[config.mk]
export PLATFORM = sky130hd
export DESIGN_NAME = ttl_aged_address_table_unit_flat
export DESIGN_NICKNAME = d
export VERILOG_FILES = /design/src/rtl/tat_pkg.sv /design/src/rtl/tat_ifs.sv /design/src/rtl/tat_mem.sv /design/src/rtl/tat_ctrl.sv /design/src/rtl/ttl_aged_address_table_unit.sv /design/src/flat_wrapper.sv
export SDC_FILE = /design/constraint.sdc
export NUM_CORES = 2
export LEC_CHECK = 0
export ABC_AREA = 1
export ABC_CLOCK_PERIOD_IN_PS = 27300
export BUFFER_PORTS_ARGS = -buffer_cell sky130_fd_sc_hd__buf_2
export CAP_MARGIN = 0
export CORE_ASPECT_RATIO = 1.25
export CORE_MARGIN = 2
export CORE_UTILIZATION = 55
export DETAILED_ROUTE_END_ITERATION = 8
export PLACE_DENSITY = 0.69
export SYNTH_ARGS = -nofsm -noshare
export SYNTH_HDL_FRONTEND = slang
export SYNTH_SLANG_ARGS = --single-unit
[constraint.sdc]
create_clock -name clk -period 27.3 [get_ports clk]
set_input_delay 1.365 -clock clk [delete_from_list [all_inputs] [get_ports clk]]
set_output_delay 1.365 -clock clk [all_outputs]
set_load 0.05 [all_outputs]
[src/rtl/tat_pkg.sv]
package tat_pkg;

  // Field widths of the item and result channels
  localparam int unsigned MODE_W    = 2;
  localparam int unsigned ADDR_W    = 64;
  localparam int unsigned TTL_W     = 16;
  localparam int unsigned STATUS_W  = 3;
  localparam int unsigned SLOT_W    = 4;
  localparam int unsigned REMOVED_W = 5;

  // Defaults
  localparam int unsigned TABLE_DEPTH_DEF = 16;
  localparam logic [TTL_W-1:0] TTL_RESET  = TTL_W'(20);

  // Item modes
  typedef enum logic [MODE_W-1:0] {
    MODE_UPDATE = 2'd0,
    MODE_DETECT = 2'd1,
    MODE_AGE    = 2'd2,
    MODE_CLEAR  = 2'd3
  } mode_t;

  // Result status codes
  typedef enum logic [STATUS_W-1:0] {
    ST_HIT       = 3'd0,
    ST_INSERTED  = 3'd1,
    ST_NOT_FOUND = 3'd2,
    ST_FULL      = 3'd3,
    ST_DONE      = 3'd4
  } status_t;

  // One table entry as held in memory
  typedef struct packed {
    logic [ADDR_W-1:0] addr_high;
    logic [ADDR_W-1:0] addr_low;
    logic [TTL_W-1:0]  ttl;
  } entry_t;

endpackage

[src/rtl/tat_ifs.sv]
interface tat_in_if;
  logic                         valid;
  logic                         ready;
  logic [tat_pkg::MODE_W-1:0]   mode;
  logic [tat_pkg::ADDR_W-1:0]   addr_high;
  logic [tat_pkg::ADDR_W-1:0]   addr_low;
  logic [tat_pkg::TTL_W-1:0]    elapsed;

  modport source (output valid, output mode, output addr_high, output addr_low,
                  output elapsed, input ready);
  modport sink   (input valid, input mode, input addr_high, input addr_low,
                  input elapsed, output ready);
endinterface

interface tat_out_if;
  logic                          valid;
  logic                          ready;
  logic [tat_pkg::STATUS_W-1:0]  status;
  logic [tat_pkg::SLOT_W-1:0]    slot;
  logic [tat_pkg::TTL_W-1:0]     ttl_left;
  logic [tat_pkg::REMOVED_W-1:0] removed_count;

  modport source (output valid, output status, output slot, output ttl_left,
                  output removed_count, input ready);
  modport sink   (input valid, input status, input slot, input ttl_left,
                  input removed_count, output ready);
endinterface

interface tat_cfg_if;
  logic                       valid;
  logic                       ready;
  logic [tat_pkg::TTL_W-1:0]  ttl_reload;

  modport source (output valid, output ttl_reload, input ready);
  modport sink   (input valid, input ttl_reload, output ready);
endinterface

[src/rtl/tat_mem.sv]
module tat_mem #(
  parameter int unsigned TABLE_DEPTH = tat_pkg::TABLE_DEPTH_DEF,
  localparam int unsigned IDX_W = (TABLE_DEPTH > 1) ? $clog2(TABLE_DEPTH) : 1
) (
  input  logic            clk,
  input  logic            wr_en,
  input  logic [IDX_W-1:0] wr_addr,
  input  tat_pkg::entry_t wr_data,
  input  logic            rd_en,
  input  logic [IDX_W-1:0] rd_addr,
  output tat_pkg::entry_t rd_data
);

  tat_pkg::entry_t mem [TABLE_DEPTH];
  tat_pkg::entry_t rd_data_r;

  // Write port
  always_ff @(posedge clk) begin
    if (wr_en) begin
      mem[wr_addr] <= wr_data;
    end
  end

  // Registered read port
  always_ff @(posedge clk) begin
    if (rd_en) begin
      rd_data_r <= mem[rd_addr];
    end
  end

  assign rd_data = rd_data_r;

endmodule

[src/rtl/tat_ctrl.sv]
module tat_ctrl #(
  parameter int unsigned TABLE_DEPTH = tat_pkg::TABLE_DEPTH_DEF,
  localparam int unsigned IDX_W = (TABLE_DEPTH > 1) ? $clog2(TABLE_DEPTH) : 1,
  localparam int unsigned CNT_W = $clog2(TABLE_DEPTH + 1)
) (
  input  logic                      clk,
  input  logic                      rst_n,
  tat_in_if.sink                    in_ch,
  tat_out_if.source                 out_ch,
  input  logic [tat_pkg::TTL_W-1:0] ttl_reload,
  output logic                      mem_rd_en,
  output logic [IDX_W-1:0]          mem_rd_addr,
  input  tat_pkg::entry_t           mem_rd_data,
  output logic                      mem_wr_en,
  output logic [IDX_W-1:0]          mem_wr_addr,
  output tat_pkg::entry_t           mem_wr_data
);

  typedef enum logic [1:0] {
    S_IDLE,
    S_SCAN,
    S_CLR,
    S_FIN
  } state_t;

  localparam logic [IDX_W-1:0] LAST_IDX = IDX_W'(TABLE_DEPTH - 1);

  state_t                        state_r;
  logic [TABLE_DEPTH-1:0]        valid_r;
  tat_pkg::mode_t                mode_r;
  logic [tat_pkg::ADDR_W-1:0]    hi_r;
  logic [tat_pkg::ADDR_W-1:0]    lo_r;
  logic [tat_pkg::TTL_W-1:0]     elapsed_r;
  logic [CNT_W-1:0]              ptr_r;
  logic                          chk_v_r;
  logic [IDX_W-1:0]              chk_idx_r;
  logic                          free_found_r;
  logic [IDX_W-1:0]              free_idx_r;
  logic [CNT_W-1:0]              removed_r;
  tat_pkg::status_t              res_status_r;
  logic [IDX_W-1:0]              res_slot_r;
  logic [tat_pkg::TTL_W-1:0]     res_ttl_r;
  logic                          out_valid_r;
  logic [tat_pkg::STATUS_W-1:0]  out_status_r;
  logic [tat_pkg::SLOT_W-1:0]    out_slot_r;
  logic [tat_pkg::TTL_W-1:0]     out_ttl_r;
  logic [tat_pkg::REMOVED_W-1:0] out_removed_r;

  logic             issue;
  logic             last_chk;
  logic             ent_valid;
  logic             addr_match;
  logic             free_here;
  logic             ins_found;
  logic [IDX_W-1:0] ins_idx;
  logic             age_keep;
  logic [IDX_W-1:0] ptr_idx;

  // Entry checks on the data read back last cycle
  assign ptr_idx    = ptr_r[IDX_W-1:0];
  assign issue      = (state_r == S_SCAN) && (ptr_r < CNT_W'(TABLE_DEPTH));
  assign last_chk   = (chk_idx_r == LAST_IDX);
  assign ent_valid  = valid_r[chk_idx_r];
  assign addr_match = ent_valid && (mem_rd_data.addr_high == hi_r)
                      && (mem_rd_data.addr_low == lo_r);
  assign free_here  = !ent_valid;
  assign ins_found  = free_found_r || free_here;
  assign ins_idx    = free_found_r ? free_idx_r : chk_idx_r;
  assign age_keep   = (mem_rd_data.ttl > elapsed_r);

  // Memory read: one entry per cycle during the sweep
  assign mem_rd_en   = issue;
  assign mem_rd_addr = ptr_idx;

  // Memory write-back: refresh, insert or aged TTL
  always_comb begin
    mem_wr_en   = 1'b0;
    mem_wr_addr = chk_idx_r;
    mem_wr_data = '{addr_high: hi_r, addr_low: lo_r, ttl: ttl_reload};
    if ((state_r == S_SCAN) && chk_v_r) begin
      unique case (mode_r)
        tat_pkg::MODE_UPDATE: begin
          if (addr_match) begin
            mem_wr_en = 1'b1;
          end else if (last_chk && ins_found) begin
            mem_wr_en   = 1'b1;
            mem_wr_addr = ins_idx;
          end
        end
        tat_pkg::MODE_AGE: begin
          if (ent_valid && age_keep) begin
            mem_wr_en   = 1'b1;
            mem_wr_data = '{addr_high: mem_rd_data.addr_high,
                            addr_low:  mem_rd_data.addr_low,
                            ttl:       mem_rd_data.ttl - elapsed_r};
          end
        end
        tat_pkg::MODE_DETECT, tat_pkg::MODE_CLEAR: begin
        end
      endcase
    end
  end

  // Sequencer, valid bits and output register
  always_ff @(posedge clk) begin
    if (!rst_n) begin
      state_r     <= S_IDLE;
      valid_r     <= '0;
      out_valid_r <= 1'b0;
    end else begin
      // Load a finished result, or drop the one just taken
      if ((state_r == S_FIN) && (!out_valid_r || out_ch.ready)) begin
        out_valid_r <= 1'b1;
      end else if (out_valid_r && out_ch.ready) begin
        out_valid_r <= 1'b0;
      end
      unique case (state_r)
        S_IDLE: begin
          if (in_ch.valid) begin
            mode_r       <= tat_pkg::mode_t'(in_ch.mode);
            hi_r         <= in_ch.addr_high;
            lo_r         <= in_ch.addr_low;
            elapsed_r    <= in_ch.elapsed;
            ptr_r        <= '0;
            chk_v_r      <= 1'b0;
            free_found_r <= 1'b0;
            removed_r    <= '0;
            state_r      <= (tat_pkg::mode_t'(in_ch.mode) == tat_pkg::MODE_CLEAR)
                            ? S_CLR : S_SCAN;
          end
        end
        S_SCAN: begin
          if (issue) begin
            ptr_r <= ptr_r + CNT_W'(1);
          end
          chk_v_r   <= issue;
          chk_idx_r <= ptr_idx;
          if (chk_v_r) begin
            unique case (mode_r)
              tat_pkg::MODE_UPDATE, tat_pkg::MODE_DETECT: begin
                if (addr_match) begin
                  res_status_r <= tat_pkg::ST_HIT;
                  res_slot_r   <= chk_idx_r;
                  res_ttl_r    <= (mode_r == tat_pkg::MODE_UPDATE)
                                  ? ttl_reload : mem_rd_data.ttl;
                  state_r      <= S_FIN;
                end else begin
                  if (free_here && !free_found_r) begin
                    free_found_r <= 1'b1;
                    free_idx_r   <= chk_idx_r;
                  end
                  if (last_chk) begin
                    state_r    <= S_FIN;
                    res_slot_r <= '0;
                    res_ttl_r  <= '0;
                    if (mode_r == tat_pkg::MODE_DETECT) begin
                      res_status_r <= tat_pkg::ST_NOT_FOUND;
                    end else if (ins_found) begin
                      res_status_r     <= tat_pkg::ST_INSERTED;
                      res_slot_r       <= ins_idx;
                      res_ttl_r        <= ttl_reload;
                      valid_r[ins_idx] <= 1'b1;
                    end else begin
                      res_status_r <= tat_pkg::ST_FULL;
                    end
                  end
                end
              end
              tat_pkg::MODE_AGE: begin
                if (ent_valid && !age_keep) begin
                  valid_r[chk_idx_r] <= 1'b0;
                  removed_r          <= removed_r + CNT_W'(1);
                end
                if (last_chk) begin
                  state_r      <= S_FIN;
                  res_status_r <= tat_pkg::ST_DONE;
                  res_slot_r   <= '0;
                  res_ttl_r    <= '0;
                end
              end
              tat_pkg::MODE_CLEAR: begin
              end
            endcase
          end
        end
        S_CLR: begin
          // Walk the valid bits, counting the live entries dropped
          if (valid_r[ptr_idx]) begin
            valid_r[ptr_idx] <= 1'b0;
            removed_r        <= removed_r + CNT_W'(1);
          end
          ptr_r <= ptr_r + CNT_W'(1);
          if (ptr_idx == LAST_IDX) begin
            state_r      <= S_FIN;
            res_status_r <= tat_pkg::ST_DONE;
            res_slot_r   <= '0;
            res_ttl_r    <= '0;
          end
        end
        S_FIN: begin
          // Hand the result over once the output register is free
          if (!out_valid_r || out_ch.ready) begin
            out_status_r  <= res_status_r;
            out_slot_r    <= tat_pkg::SLOT_W'(res_slot_r);
            out_ttl_r     <= res_ttl_r;
            out_removed_r <= tat_pkg::REMOVED_W'(removed_r);
            state_r       <= S_IDLE;
          end
        end
      endcase
    end
  end

  assign in_ch.ready          = (state_r == S_IDLE);
  assign out_ch.valid         = out_valid_r;
  assign out_ch.status        = out_status_r;
  assign out_ch.slot          = out_slot_r;
  assign out_ch.ttl_left      = out_ttl_r;
  assign out_ch.removed_count = out_removed_r;

`ifndef SYNTHESIS
  // A hit or an insert always names a live entry
  a_res_slot_valid: assert property (@(posedge clk) disable iff (!rst_n)
    ((state_r == S_FIN) && ((res_status_r == tat_pkg::ST_HIT) ||
                            (res_status_r == tat_pkg::ST_INSERTED)))
    |-> valid_r[res_slot_r])
    else $error("result slot is not a valid entry");

  // A finished clear leaves the table empty
  a_clear_empties: assert property (@(posedge clk) disable iff (!rst_n)
    ((state_r == S_FIN) && (mode_r == tat_pkg::MODE_CLEAR)) |-> (valid_r == '0))
    else $error("table not empty after clear");

  // Memory writes only happen during a sweep
  a_write_in_scan: assert property (@(posedge clk) disable iff (!rst_n)
    mem_wr_en |-> (state_r == S_SCAN))
    else $error("memory write outside a sweep");

  // The freed count never exceeds the table size
  a_removed_bound: assert property (@(posedge clk) disable iff (!rst_n)
    (state_r == S_FIN) |-> (removed_r <= CNT_W'(TABLE_DEPTH)))
    else $error("removed count exceeds table depth");

  // An insert adds exactly one valid entry
  a_insert_one: assert property (@(posedge clk) disable iff (!rst_n)
    ((state_r == S_SCAN) && chk_v_r && (mode_r == tat_pkg::MODE_UPDATE) &&
     !addr_match && last_chk && ins_found)
    |=> ($countones(valid_r) == $countones($past(valid_r)) + 1))
    else $error("insert did not add exactly one entry");
`endif

endmodule

[src/rtl/ttl_aged_address_table_unit.sv]
// Table of TABLE_DEPTH 128-bit relay addresses, each with a time-to-live.
// Each input transfer carries a mode: update (refresh on hit, else insert
// into the lowest free slot or report full), detect (lookup only), age
// (subtract elapsed from every live TTL, dropping entries whose TTL is not
// above it) or clear (drop all). Every item gives exactly one result.
// Addresses and TTLs live in a single-port-write, registered-read memory
// swept one entry per cycle; valid bits sit in flops cleared by reset.
// Update, detect and age read one memory entry per step, check it on the
// registered read data and then hand the result over (a hit ends the
// sweep early); clear walks the valid bits instead of the memory.
// A new item is taken while the previous result still waits in the output
// register. ttl_reload (reset 20) is written through the cfg channel.
module ttl_aged_address_table_unit #(
  parameter int unsigned TABLE_DEPTH = tat_pkg::TABLE_DEPTH_DEF
) (
  input  logic       clk,
  input  logic       rst_n,
  tat_in_if.sink     in_chan,
  tat_out_if.source  out_chan,
  tat_cfg_if.sink    cfg_chan
);

  localparam int unsigned IDX_W = (TABLE_DEPTH > 1) ? $clog2(TABLE_DEPTH) : 1;

  logic [tat_pkg::TTL_W-1:0] ttl_reload_r;
  logic                      mem_rd_en;
  logic [IDX_W-1:0]          mem_rd_addr;
  tat_pkg::entry_t           mem_rd_data;
  logic                      mem_wr_en;
  logic [IDX_W-1:0]          mem_wr_addr;
  tat_pkg::entry_t           mem_wr_data;

  // Reload value register
  always_ff @(posedge clk) begin
    if (!rst_n) begin
      ttl_reload_r <= tat_pkg::TTL_RESET;
    end else if (cfg_chan.valid) begin
      ttl_reload_r <= cfg_chan.ttl_reload;
    end
  end

  assign cfg_chan.ready = 1'b1;

  tat_ctrl #(
    .TABLE_DEPTH (TABLE_DEPTH)
  ) u_ctrl (
    .clk         (clk),
    .rst_n       (rst_n),
    .in_ch       (in_chan),
    .out_ch      (out_chan),
    .ttl_reload  (ttl_reload_r),
    .mem_rd_en   (mem_rd_en),
    .mem_rd_addr (mem_rd_addr),
    .mem_rd_data (mem_rd_data),
    .mem_wr_en   (mem_wr_en),
    .mem_wr_addr (mem_wr_addr),
    .mem_wr_data (mem_wr_data)
  );

  tat_mem #(
    .TABLE_DEPTH (TABLE_DEPTH)
  ) u_mem (
    .clk     (clk),
    .wr_en   (mem_wr_en),
    .wr_addr (mem_wr_addr),
    .wr_data (mem_wr_data),
    .rd_en   (mem_rd_en),
    .rd_addr (mem_rd_addr),
    .rd_data (mem_rd_data)
  );

endmodule
[src/flat_wrapper.sv]
// flat-port wrapper written by rule: the top's interface ports become plain ports
module ttl_aged_address_table_unit_flat 
#(
  parameter int unsigned TABLE_DEPTH = tat_pkg::TABLE_DEPTH_DEF
)
  (clk, rst_n, in_chan_valid, in_chan_mode, in_chan_addr_high, in_chan_addr_low, in_chan_elapsed, in_chan_ready, out_chan_valid, out_chan_status, out_chan_slot, out_chan_ttl_left, out_chan_removed_count, out_chan_ready, cfg_chan_valid, cfg_chan_ttl_reload, cfg_chan_ready);
  tat_in_if in_chan_i ();
  tat_out_if out_chan_i ();
  tat_cfg_if cfg_chan_i ();
  input  logic clk;
  input  logic rst_n;
  input wire logic [$bits(in_chan_i.valid)-1:0] in_chan_valid;
  input wire logic [$bits(in_chan_i.mode)-1:0] in_chan_mode;
  input wire logic [$bits(in_chan_i.addr_high)-1:0] in_chan_addr_high;
  input wire logic [$bits(in_chan_i.addr_low)-1:0] in_chan_addr_low;
  input wire logic [$bits(in_chan_i.elapsed)-1:0] in_chan_elapsed;
  output wire logic [$bits(in_chan_i.ready)-1:0] in_chan_ready;
  output wire logic [$bits(out_chan_i.valid)-1:0] out_chan_valid;
  output wire logic [$bits(out_chan_i.status)-1:0] out_chan_status;
  output wire logic [$bits(out_chan_i.slot)-1:0] out_chan_slot;
  output wire logic [$bits(out_chan_i.ttl_left)-1:0] out_chan_ttl_left;
  output wire logic [$bits(out_chan_i.removed_count)-1:0] out_chan_removed_count;
  input wire logic [$bits(out_chan_i.ready)-1:0] out_chan_ready;
  input wire logic [$bits(cfg_chan_i.valid)-1:0] cfg_chan_valid;
  input wire logic [$bits(cfg_chan_i.ttl_reload)-1:0] cfg_chan_ttl_reload;
  output wire logic [$bits(cfg_chan_i.ready)-1:0] cfg_chan_ready;
  assign in_chan_i.valid = in_chan_valid;
  assign in_chan_i.mode = in_chan_mode;
  assign in_chan_i.addr_high = in_chan_addr_high;
  assign in_chan_i.addr_low = in_chan_addr_low;
  assign in_chan_i.elapsed = in_chan_elapsed;
  assign in_chan_ready = in_chan_i.ready;
  assign out_chan_valid = out_chan_i.valid;
  assign out_chan_status = out_chan_i.status;
  assign out_chan_slot = out_chan_i.slot;
  assign out_chan_ttl_left = out_chan_i.ttl_left;
  assign out_chan_removed_count = out_chan_i.removed_count;
  assign out_chan_i.ready = out_chan_ready;
  assign cfg_chan_i.valid = cfg_chan_valid;
  assign cfg_chan_i.ttl_reload = cfg_chan_ttl_reload;
  assign cfg_chan_ready = cfg_chan_i.ready;
  ttl_aged_address_table_unit #(.TABLE_DEPTH(TABLE_DEPTH)) u_core (.clk(clk), .rst_n(rst_n), .in_chan(in_chan_i), .out_chan(out_chan_i), .cfg_chan(cfg_chan_i));
endmodule
==> impl_metrics.json <==
{
  "outcome": "completed",
  "period_share_pct": 24.4,
  "drt_wl_total_um": 299000,
  "die_area_um2": 198000,
  "drt_iter0_drc": 10600,
  "instances_no_fill": 11200,
  "crit_cells": 15,
  "syn_nets": 8590,
  "dp_cells": 10800,
  "portBuffers": 196,
  "cpMostUsedCell": "nand2_1",
  "cts_buffer_depth": 4,
  "synth-simple-area-share_pct": 10.7,
  "fin_skew_ns": 0.0746,
  "crit_chain": "xnor2_1 -> nand2_1 -> nor2_1 -> nand2_1 -> nor2_1 -> nand2_1 -> nor2_1 -> nand3_1 -> nand3_2 -> nand2_1 -> nand2_1 -> nand3_1 -> nor2_4 -> buf_4 -> buf_4",
  "critPathMaxFanout": 47,
  "hpwl_um": 157000,
  "hold_path.class": "reg -> reg",
  "grt_max_degree": 215,
  "finalHoldViolCount": 0,
  "period_minus_slack_ns": 6.66,
  "via_per_inst": 6.29,
  "maxCapViolCount": 0,
  "cp_slowest_stage_delay_ns": 0.89,
  "yosysWarnings": 0,
  "drc": 0,
  "drive_gt1_share_pct": 8.27,
  "p_sw_share_pct": 31.7,
  "required_ns": 27.83,
  "gp_congestion": 0.938,
  "ir_drop_mv": 0.0764,
  "start_util_pct": 55.4,
  "cts_root_buffer": "clkbuf_16",
  "worst-path-buf-inv": 2,
  "critical_path_class": "reg -> reg",
  "synth_mux_area_share_pct": 0.131,
  "leakage_nw": 39.3,
  "numCtsBuffers": 276,
  "synth_top_family_by_area": "simple AND/OR/NAND/NOR gates",
  "cts_resized": 0,
  "rows": 180,
  "ctsHtreeMaxLevel": 5,
  "post_drt_wl_per_cell_um": 26.6,
  "vias": 70700,
  "synth_area_leader_cell": "edfxtp_1",
  "finalSetupTns_ns": 0,
  "clockPowerShare_pct": 32.3,
  "fmax_mhz": 150,
  "comb_power_share_pct": 23.1,
  "grt_pass1_vias": 66900,
  "p_per_area_nw_per_um2": 92.6,
  "syn_inst": 8397,
  "cts_sinks": 2700,
  "grt-ovfl-total": 0,
  "holdBufCountCts": 0,
  "seqPwrFrac_pct": 44.5,
  "synth-main-ff-cell": "edfxtp_1",
  "clock_latency_ns": 0.95,
  "setup_viol": 0,
  "yosysSeqAreaShare_pct": 75.6,
  "pin_count": 198,
  "synth_top_area_share_pct": 75.0,
  "worst_slew_pin_slew_ns": 1.37,
  "drv_slew": 0,
  "crit_slowest_cell": "buf_4",
  "r2r_cells": 15,
  "fp.dieH_um": 497,
  "critPathLaunchType": "flip-flop",
  "synth_area_um2": 107000,
  "dp_slack_ns": 20.98,
  "die_w_um": 398,
  "internal_power_mw": 7.51,
  "async_flop_share_pct": 0,
  "synth_edf_count": 2665,
  "path_clk_slew_ns": 0.06,
  "p_sw_mw": 3.48,
  "ys_ff_latch": 2700,
  "rsz0062_at_grt": "false",
  "synth-compound-area-share_pct": 9.95,
  "power.total_mw": 11.0,
  "yosys.area_share.adder_pct": 0.312,
  "whs_path_depth": 0,
  "critPathTopFamily": "simple AND/OR/NAND/NOR gates",
  "grt_pass1_wl_um": 430000,
  "firstDrtPassIters": 8,
  "timing.final.ws_setup_ns": 20.64,
  "synthToLayoutAreaGrowth_pct": 11.2,
  "antenna_found_initial": 29,
  "cts_setup_buffers": 0,
  "synth-xor-area-share_pct": 0.779,
  "arrival_ns": 7.19,
  "fillers": 14400,
  "crit_path_end_kind": "flip-flop",
  "synth.most_common_cell": "edfxtp_1",
  "ys_top_cells_by_area": "edfxtp_1 75%, o21ai_0 5.9%, nor2_1 4.8%, nand2_1 4.5%, o22ai_1 3.6%",
  "synthTopCellsByCount": "2665 x edfxtp_1, 1366 x nor2_1, 1290 x nand2_1, 1264 x o21ai_0, 608 x o22ai_1",
  "cts_tree": "built",
  "final_nets": 8696,
  "ant_nets": 0,
  "core_um2": 193000,
  "synth_area_per_cell_um2": 12.7,
  "synth_cell_types": 39,
  "relSlewSlack_pct": 8.17,
  "track_usage_pct": 29.6
}
==> final cells by class <==
type / instances / area, um2 / area share [%]
sequential: 2700 / 80700 / 68.0
multi-input combinational: 4990 / 23500 / 19.8
clock buffer: 356 / 7500 / 6.32
tap: 2548 / 3190 / 2.68
timing repair buffer: 329 / 2190 / 1.85
clock inverter: 104 / 823 / 0.693
inverter: 206 / 798 / 0.672
antenna: 9 / 22.5 / 0.0190
==> flip-flops by register name (all words and copies together), names as in the netlist, 2 cells and up <==
register	count
u_core.u_ctrl.mode_r	2
u_core.u_ctrl.out_ch.slot	4
u_core.u_ctrl.res_ttl_r	16
u_core.u_ctrl.valid_r	16
u_core.u_ctrl.ptr_r	5
u_core.u_mem.rd_data	144
u_core.u_ctrl.res_slot_r	4
u_core.u_ctrl.out_ch.removed_count	5
u_core.u_ctrl.elapsed_r	16
u_core.u_ctrl.res_status_r	3
u_core.u_ctrl.chk_idx_r	4
u_core.u_ctrl.lo_r	64
u_core.u_ctrl.out_ch.ttl_left	16
u_core.u_mem.mem	2304
u_core.u_ctrl.hi_r	64
u_core.u_ctrl.removed_r	5
u_core.ttl_reload_r	16
u_core.u_ctrl.free_idx_r	4
u_core.u_ctrl.out_ch.status	3
u_core.u_ctrl.state_r	2
==> cells by family (layout without fill, tap and decap cells) <==
group | count (synthesis) | after routing
fa+ha+maj | 26 | 26
buf+inv | 707 | 995
flops | 2700 | 2700
other cells | 1 | 10
compound gates | 1965 | 1965
mux | 14 | 14
xor+xnor | 95 | 95
simple gates | 2889 | 2889
==> stage by stage <==
step / hold WS (ns) / utilization [%] / cell area, um2
floorplan: 0.400 / - / 107000
global placement: 0.400 / 57.3 / 110000
detailed placement: 0.406 / 57.3 / 110000
CTS: 0.414 / 61.6 / 119000
global route: 0.425 / 61.6 / 119000
finish: 0.420 / 61.6 / 119000
==> power by group through the flow <==
| stage | combinational (mW) | sequential (mW) | clock (mW) |
|---|---|---|---|
| 6_report | 2.54 | 4.90 | 3.55 |
| 5_1_grt | 2.73 | 4.91 | 3.73 |
| 4_1_cts | 2.50 | 4.90 | 3.58 |
| 3_5_place_dp | 2.49 | 4.98 | 0 |
| 3_3_place_gp | 2.44 | 4.98 | 0 |
| 2_1_floorplan | 1.60 | 4.99 | 0 |
==> per-layer routing <==
layer	up-vias	wire, um	GRT usage, %
li1	30700	-	-
met1	35000	113000	40.0
met2	4227	139000	46.7
met3	678	34800	7.17
met4	30	11300	11.5
met5	-	193	0
==> cells in the final DEF, fill, tap and decap left out, types with 4 or more instances in the layout <==
| cell | count |
|---|---|
| inv_1 | 197 |
| a21oi_1 | 69 |
| nor2_4 | 23 |
| xor2_1 | 12 |
| xnor2_1 | 83 |
| clkinv_1 | 49 |
| edfxtp_1 | 2665 |
| clkbuf_1 | 64 |
| and2_1 | 8 |
| mux2i_1 | 14 |
| clkbuf_16 | 288 |
| a31oi_1 | 4 |
| buf_2 | 196 |
| clkbuf_8 | 4 |
| nand4_1 | 170 |
| nor2_1 | 1344 |
| o21ai_0 | 1234 |
| clkinv_2 | 29 |
| o22ai_1 | 608 |
| buf_4 | 116 |
| clkinvlp_4 | 9 |
| buf_12 | 17 |
| diode_2 | 9 |
| dfxtp_1 | 35 |
| clkinv_4 | 5 |
| ha_1 | 25 |
| nand3_1 | 35 |
| nor3_1 | 7 |
| bufinv_16 | 12 |
| o21ai_1 | 41 |
| nand2_1 | 1290 |
==> worst paths after layout <==
check	startpoint	end	slack, ns
max	u_core.u_ctrl.hi_r[58]$_DFFE_PP_	u_core.u_mem.mem[12][17]$_DFFE_PP_	20.64
min	u_core.u_ctrl.res_ttl_r[15]$_SDFFCE_PP0P_	u_core.u_ctrl.out_ch.ttl_left[15]$_DFFE_PP_	0.42
max reg2reg	u_core.u_ctrl.hi_r[58]$_DFFE_PP_	u_core.u_mem.mem[12][17]$_DFFE_PP_	20.64
min reg2reg	u_core.u_ctrl.res_ttl_r[15]$_SDFFCE_PP0P_	u_core.u_ctrl.out_ch.ttl_left[15]$_DFFE_PP_	0.42
(Power assumes the default switching activity.)
